$ cat config.mk
export PLATFORM = sky130hd
export DESIGN_NAME = ugps_ctrl
export DESIGN_NICKNAME = d
export VERILOG_FILES = /design/src/design/ugps_pkg.sv /design/src/design/ugps_ctrl.sv
export VERILOG_INCLUDE_DIRS = /design/src /design/src/design
export SDC_FILE = /design/constraint.sdc
export NUM_CORES = 1
export LEC_CHECK = 0
export ABC_AREA = 1
export BUFFER_PORTS_ARGS = -buffer_cell sky130_fd_sc_hd__buf_2
export CELL_PAD_IN_SITES_DETAIL_PLACEMENT = 0
export CELL_PAD_IN_SITES_GLOBAL_PLACEMENT = 2
export CORE_MARGIN = 2
export CORE_UTILIZATION = 21
export CTS_CLUSTER_DIAMETER = 40
export CTS_CLUSTER_SIZE = 24
export DETAILED_ROUTE_END_ITERATION = 12
export PLACE_DENSITY_LB_ADDON = 0.08
export SKIP_LAST_GASP = 1
export SYNTH_ARGS = -nofsm -noshare
export SYNTH_HDL_FRONTEND = slang
export SYNTH_SLANG_ARGS = --single-unit
$ cat constraint.sdc
create_clock -name i_clk -period 1.5 [get_ports i_clk]
set_clock_uncertainty 0.1 [all_clocks]
set_input_delay 0.15 -clock i_clk [delete_from_list [all_inputs] [get_ports i_clk]]
set_output_delay 0.15 -clock i_clk [all_outputs]
set_load 0.01 [all_outputs]
$ cat src/design/unique_grid_point_sampler_defines.svh
// Assertion macros shared by the unique grid point sampler RTL.
// Included by every module that carries concurrent checks; no other dependencies.
// With SYNTH defined, the macros expand to nothing.
`ifndef UNIQUE_GRID_POINT_SAMPLER_DEFINES_SVH
`define UNIQUE_GRID_POINT_SAMPLER_DEFINES_SVH

`ifndef SYNTH
// Same-cycle implication, checked at every rising edge outside reset.
`define UGPS_ASSERT_IMP(lbl, clk, rst_n, ante, cons) \
    lbl: assert property (@(posedge clk) disable iff (!rst_n) (ante) |-> (cons)) \
        else $error("unique_grid_point_sampler: check failed");
// Next-cycle implication, checked at every rising edge outside reset.
`define UGPS_ASSERT_NXT(lbl, clk, rst_n, ante, cons) \
    lbl: assert property (@(posedge clk) disable iff (!rst_n) (ante) |=> (cons)) \
        else $error("unique_grid_point_sampler: check failed");
`else
`define UGPS_ASSERT_IMP(lbl, clk, rst_n, ante, cons)
`define UGPS_ASSERT_NXT(lbl, clk, rst_n, ante, cons)
`endif

`endif

$ cat src/design/ugps_pkg.sv
// Shared types and constants for the unique grid point sampler.
// Used by the divider, the controller, the datapath, the top level and the testbench; no dependencies.
`timescale 1ns / 1ps

package ugps_pkg;

    localparam int RND_W       = 31;  // random value width
    localparam int AREA_W      = 7;   // area width/length register width
    localparam int OFF_W       = 10;  // offset register width
    localparam int COORD_W     = 11;  // output coordinate width
    localparam int IDX_OUT_W   = 12;  // output draw index width
    localparam int CFG_ADDR_W  = 2;
    localparam int CFG_DATA_W  = 10;
    localparam int EPOCH_W     = 8;   // set tag stored beside each table entry
    localparam int STEP_W      = 5;   // divider step counter width
    localparam int IN_TDATA_W  = 32;
    localparam int OUT_TDATA_W = 40;

    localparam logic [AREA_W-1:0] AREA_RST = AREA_W'(66);

    typedef enum logic [CFG_ADDR_W-1:0] {
        CFG_AREA_WIDTH  = 2'd0,
        CFG_AREA_LENGTH = 2'd1,
        CFG_X_OFFSET    = 2'd2,
        CFG_Y_OFFSET    = 2'd3
    } t_cfg_reg;

    // Commands from the controller to the datapath.
    typedef struct packed {
        logic load;        // take an input beat, apply restart, latch cell count
        logic clear;       // write one table entry of the clearing sweep
        logic div1_start;  // start random mod (cells - i)
        logic take_j;      // latch j = i + remainder
        logic rd_j;        // read address is j, else i
        logic cap_a;       // capture table value at i
        logic cap_b;       // capture table value at j
        logic wr_i;        // write b at i, also starts the split of b
        logic wr_j;        // write a at j
        logic out_load;    // load the output register
    } t_dp_cmd;

    // Status from the datapath to the controller.
    typedef struct packed {
        logic epoch_full;  // set tag at its top value; next restart needs a sweep
        logic clr_last;    // sweep is at its last entry
        logic exhausted;   // draws in this set reached the cell count
        logic div_busy;
        logic out_full;    // output register holds a beat that is not taken now
    } t_dp_sts;

endpackage

$ cat src/design/ugps_ctrl.sv
// Controller state machine: sequences the sweep, the divisions and the table swap.
// Depends on ugps_pkg and the assertion macro header.
`timescale 1ns / 1ps
`include "unique_grid_point_sampler_defines.svh"

module ugps_ctrl (
    input  logic              i_clk,
    input  logic              i_rst_n,
    input  logic              i_in_valid,
    input  logic              i_restart,
    output logic              o_in_ready,
    output ugps_pkg::t_dp_cmd o_cmd,
    input  ugps_pkg::t_dp_sts i_sts
);

    import ugps_pkg::*;

    typedef enum logic [3:0] {
        S_CLEAR,
        S_IDLE,
        S_CHECK,
        S_DIV1,
        S_RD_I,
        S_RD_J,
        S_CAP_B,
        S_WR_I,
        S_WR_J,
        S_DIV2,
        S_OUT
    } t_state;

    t_state r_state, n_state;
    logic   r_resume, n_resume;
    logic   accept;
    logic   sweep_req;

    assign accept    = (r_state == S_IDLE) && i_in_valid;
    assign sweep_req = accept && i_restart && i_sts.epoch_full;

    always_comb begin
        n_state  = r_state;
        n_resume = r_resume;
        o_cmd    = '0;
        case (r_state)
            S_CLEAR: begin
                o_cmd.clear = 1'b1;
                if (i_sts.clr_last) begin
                    n_state = r_resume ? S_CHECK : S_IDLE;
                end
            end
            S_IDLE: begin
                if (accept) begin
                    o_cmd.load = 1'b1;
                    if (sweep_req) begin
                        n_state  = S_CLEAR;
                        n_resume = 1'b1;
                    end else begin
                        n_state = S_CHECK;
                    end
                end
            end
            S_CHECK: begin
                if (i_sts.exhausted) begin
                    n_state = S_OUT;
                end else begin
                    o_cmd.div1_start = 1'b1;
                    n_state          = S_DIV1;
                end
            end
            S_DIV1: begin
                if (!i_sts.div_busy) begin
                    n_state = S_RD_I;
                end
            end
            S_RD_I: begin
                o_cmd.take_j = 1'b1;
                n_state      = S_RD_J;
            end
            S_RD_J: begin
                o_cmd.rd_j  = 1'b1;
                o_cmd.cap_a = 1'b1;
                n_state     = S_CAP_B;
            end
            S_CAP_B: begin
                o_cmd.cap_b = 1'b1;
                n_state     = S_WR_I;
            end
            S_WR_I: begin
                o_cmd.wr_i = 1'b1;
                n_state    = S_WR_J;
            end
            S_WR_J: begin
                o_cmd.wr_j = 1'b1;
                n_state    = S_DIV2;
            end
            S_DIV2: begin
                if (!i_sts.div_busy) begin
                    n_state = S_OUT;
                end
            end
            S_OUT: begin
                if (!i_sts.out_full) begin
                    o_cmd.out_load = 1'b1;
                    n_state        = S_IDLE;
                end
            end
            default: begin
                n_state = S_IDLE;
            end
        endcase
    end

    always_ff @(posedge i_clk) begin
        if (!i_rst_n) begin
            r_state  <= S_CLEAR;
            r_resume <= 1'b0;
        end else begin
            r_state  <= n_state;
            r_resume <= n_resume;
        end
    end

    assign o_in_ready = (r_state == S_IDLE);

    // A restart with the set tag at its top value must sweep the table first.
    `UGPS_ASSERT_NXT(a_restart_sweep, i_clk, i_rst_n, sweep_req, r_state == S_CLEAR)
    // The divider reports busy in the cycle after it is started.
    `UGPS_ASSERT_NXT(a_div_runs, i_clk, i_rst_n, o_cmd.div1_start, i_sts.div_busy)

endmodule

# After elaboration in Yosys (flattened, before gate mapping)
# Cells that the tools add are included.
[op_classes]
n_eq_ne = 15
n_mux = 21
reduce_logical = 6
[ops]
columns = ["op", "count"]
rows = [
  ["$pmux W4 S11", 1],
  ["$mux W4", 6],
  ["$eq A4 B3 Y1 const B", 4],
  ["$eq A4 B4 Y1 const B", 3],
  ["$mux W1", 11],
  ["$eq A4 B2 Y1 const B", 2],
  ["$ne A2 B2 Y1 const B", 4],
  ["$mux W2", 3],
  ["$reduce_and A5 Y1", 1],
  ["$eq A4 B1 Y1 const B", 1],
  ["$logic_not A4 Y1", 1],
  ["$logic_and A1 B1 Y1", 3],
  ["$reduce_and A3 Y1", 1],
  ["$ne A2 B1 Y1 const B", 1],
]
[word_totals]
register_bits = 5
input_bits = 9
elab_cells = 44

# Longest topological paths before layout
[depth]
depth_word = 7
mapped_depth = 8
mapped_depth_nobuf = 8

# Worst setup path before layout
# Ideal clock, no wire load.
[synth_timing]
path_kind = "reg2reg"
startpoint = "register r_state[3]"
endpoint = "register r_resume"
setup_time_ps = 70
arrival_time_ps = 1116
path_slack_ps = 215
stages_incl_launch_ff = 6
path_buffers = 0
period_less_slack_ps = 1285
path_cell_list = "dfxtp_1 > nor2_4 > inv_2 > nor3_1 > nand3_1 > a21oi_1"
[synth_via]
elab_chain_cells = 5
[synth_rtl]
columns = ["element", "line", "rtl"]
rows = [
  ["from (decl)", "ugps_ctrl.sv:32", "t_state r_state, n_state;"],
  ["from (signal assigned)", "ugps_ctrl.sv:118", "r_state <= n_state;"],
  ["$eq A4 B1 Y1 *", "ugps_ctrl.sv:37, ugps_ctrl.sv:44", ""],
  ["$logic_and A1 B1 Y1", "ugps_ctrl.sv:37", "assign accept = (r_state == S_IDLE) && i_in_valid;"],
  ["$logic_and A1 B1 Y1 (2 in a row)", "ugps_ctrl.sv:38", "assign sweep_req = accept && i_restart && i_sts.epoch_full;"],
  ["$reduce_and A3 Y1 (no source line) *", "--", ""],
  ["to (signal assigned)", "ugps_ctrl.sv:119", "r_resume <= n_resume;"],
  ["to (decl)", "ugps_ctrl.sv:33", "logic r_resume, n_resume;"],
]
# Mark *: on every way between the ends. The rest lies on a longest branch, timed or not.
# A chain may end at the register's enable or synchronous reset.

==> summary.txt <==
Critical path
  • CP endpoint kind: output port
  • Reg2reg path depth: 6
  • WP data arrival: 1.18 ns
  • Worst Setup Path Type: reg2out
  • Worst EP required: between 1 and 1.5 ns
  • R2R Path End: r_state[0]
  • R2R Setup Slk: 0.12 ns
  • Startpoint Class: flop
  • Reg-to-Reg Start: r_state[3]
  • Crit Path Max Fanout: 6

Pwr
  • Leakage Power: approximately 0.00035 uW
  • Worst vdd ir: 0.0006346 V
  • Total Power: between 900 and 1000 uW
  • PwrDens: between 1500 and 2000 nW/um^2

Synth
  • Top cells by count, synth: 18 x nand2_1, 15 x inv_1, 9 x nor2_1, 7 x nand3_1
  • Synth Cell Area: about 460 um^2
  • Warnings, synthesis: 0
  • FFs w/ async S/R, synth: 0
  • Post-Syn Instances: between 80 and 90
  • Post-synthesis area per instance: 5.669 um^2
  • Area contributors post-synth: dfxtp_1 22%, nand2_1 15%, inv_1 12%, nand3_1 7.6%, nor2_1 7.4%
  • Syn_nets: 90
  • Top-count cell post-synth: nand2_1
  • Yosys cell types: 18
  • Top cell type's share of synthesized area: 0.2180
  • Number of flops mapped to enable cells by yosys: 0
  • Seq/Total Area, Yosys: 0.2180
  • Seq cells post-synth: 5
  • Yosys top cell by area: dfxtp_1
  • Synth Flop Type: dfxtp_1

Global routing
  • Number of global-route vias before repair: 514
  • Total track usage: 0.1159
  • Largest net degree at the start of global routing: 8
  • Gr ovfl total: 0
  • Initial antenna violation count: 0
  • First-pass GRT wire length: approximately 2.2 mm

Clock tree
  • CTS max path bufs: 2
  • CTS tree: done
  • Htree depth: 1
  • Quantity of hold-fixing buffers added after cts: 0
  • Clk_lat worst skew: 0.25 ns
  • Clk sink count: 5
  • Root Driver: clkbuf_4
  • Clock transition at path regs: 0.05 ns
  • Num CTS Buffers: 3

Finish
  • Layout area overhead: 38.69%
  • Share of cells above drive strength 1: 0.3846
  • N_diodes: 0
  • Layout Nets: 114
  • Util after Layout: 0.3150

Die
  • Die area: 2577 um^2
  • Die W: between 50 and 60 um
  • Die Height: between 50 and 60 um
  • Row count: 16
  • Core footprint: 2022 um^2
  • Initial Util: 0.2271
  • Boundary Pins: 20

Routing
  • Initial DRC Count: 5
  • Via count: 565
  • DR vias/cell: 4.313
  • DRC Markers: 0
  • Router iterations before antenna repair: 4
  • WL/cell: 10.56 um
  • Routed Antenna Nets: 0
  • Routed WL: between 1 and 1.5 mm

Worst hold path
  • Worst hold path class: in2reg
  • Hold depth: 3
  • Hold_sp: i_rst_n
  • Hold worst-path end: r_state[3]

STA
  • Worst-Margin Slew: 0.2167 ns
  • Final cycle utilization of the critical path: 0.9522
  • FMAX: 700.1 MHz
  • Final worst path period need: 1.428 ns
  • Max-slew violations: 0
  • # setup viols final: 0
  • RSZ-0062 raised after global routing: yes
  • Slew headroom: 0.8540
  • Number of hold violations in the final report: 0

Place
  • Hpwl dp: 1.148 mm
  • GP Congestion: 0.7189
  • Port Buffers: 19

Run
  • Total of max-cap violations: 0

Outcome
  • Status: completed
==> sequential cells by signal, indices dropped and copies added, names as in the netlist <==
| name | cells |
|---|---|
| r_state | 4 |
| r_resume | 1 |
==> worst max path at each step <==
stage	from	end	slack, ns
2_1_floorplan	r_state[3]	r_resume	0.21
3_3_place_gp	r_state[3]	r_state[1]	0.06
3_5_place_dp	r_state[1]	r_state[1]	0.11
4_1_cts	r_state[3]	o_cmd[0]	-0.0009
5_1_grt	r_state[1]	o_cmd[9]	-0.01
6_report	r_state[1]	o_cmd[9]	0.07
==> logic make-up (layout without fill, tap and decap cells) <==
group                  count (synthesis)  after routing  synth area share
flip-flops                             5              5            0.2180
AO/OA/AOI/OAI                         13             13            0.1662
AND/OR/NAND/NOR                       45             45            0.4605
buffers and inverters                 18             41            0.1553
==> power by group <==
part / internal (uW) / leakage (uW) / total (uW) / switching, uW
Combinational: 211 / 0.000292 / 563 / 352
Sequential: 186 / 0.0000431 / 256 / 70.3
Clock: 101 / 0.0000150 / 160 / 59.1
Total: 498 / 0.000350 / 979 / 481
==> layout by cell type (no fill, tap or decap) <==
master / n
a21oi_2: 2
o22ai_1: 1
nand3b_1: 1
dfxtp_4: 2
clkbuf_4: 3
nor3_1: 2
o211ai_1: 1
nand2_1: 18
inv_1: 15
o21ai_0: 5
nand3_1: 7
clkbuf_1: 1
dfxtp_2: 2
inv_2: 2
buf_2: 19
a21oi_1: 4
nor2_4: 2
nor3_2: 1
nor2_1: 8
buf_4: 1
nand3_2: 1
nand2_2: 1
dfxtp_1: 1
nor2_2: 4
==> critical path, stage by stage, from the launching register on <==
cell and delay [ns]:
dfxtp_4 0.36, inv_1 0.12, nand2_1 0.11, nor3_2 0.18, buf_2 0.16
==> stage by stage <==
| step | hold WS, ns | cells | setup TNS [ns] | instance area (um^2) | setup WS [ns] |
|---|---|---|---|---|---|
| detailed placement | 0.3401 | 126 | 0 | 580.6 | 0.1144 |
| global route | 0.07853 | 131 | -0.01376 | 636.9 | -0.01376 |
| floorplan | 0.1884 | 81 | 0 | 459.2 | 0.2146 |
| finish | 0.07731 | 131 | 0 | 636.9 | 0.07173 |
| global placement | 0.3375 | 126 | 0 | 580.6 | 0.05675 |
| CTS | 0.07977 | 131 | -0.0008853 | 615.6 | -0.0008853 |
==> metal layers <==
metal	up-vias	wire length [um]	GRT usage
met2	14	679	0.1886
met1	245	635	0.1416
met3	2	52	0.02976
li1	304	-	-
met4	0	17	0.05405
met5	-	0	0
==> cell type report <==
| type | count | area, um^2 |
|---|---|---|
| Clock buffer | 4 | 26.28 |
| Multi-Input combinational cell | 58 | 300.3 |
| Inverter | 17 | 63.81 |
| Sequential cell | 5 | 110.1 |
| Timing Repair Buffer | 20 | 102.6 |
| Tap cell | 27 | 33.78 |
| Fill cell | 252 | 1385 |
==> what timing repair did <==
action                                  4_1_cts  5_1_grt
buffers inserted                              1        0
endpoints found under the setup margin        3       13
pin swaps                                     1        1
gates resized for setup                       1        8
endpoints found under the hold margin         0        0
Note: power is estimated with default switching activity, not from simulation.
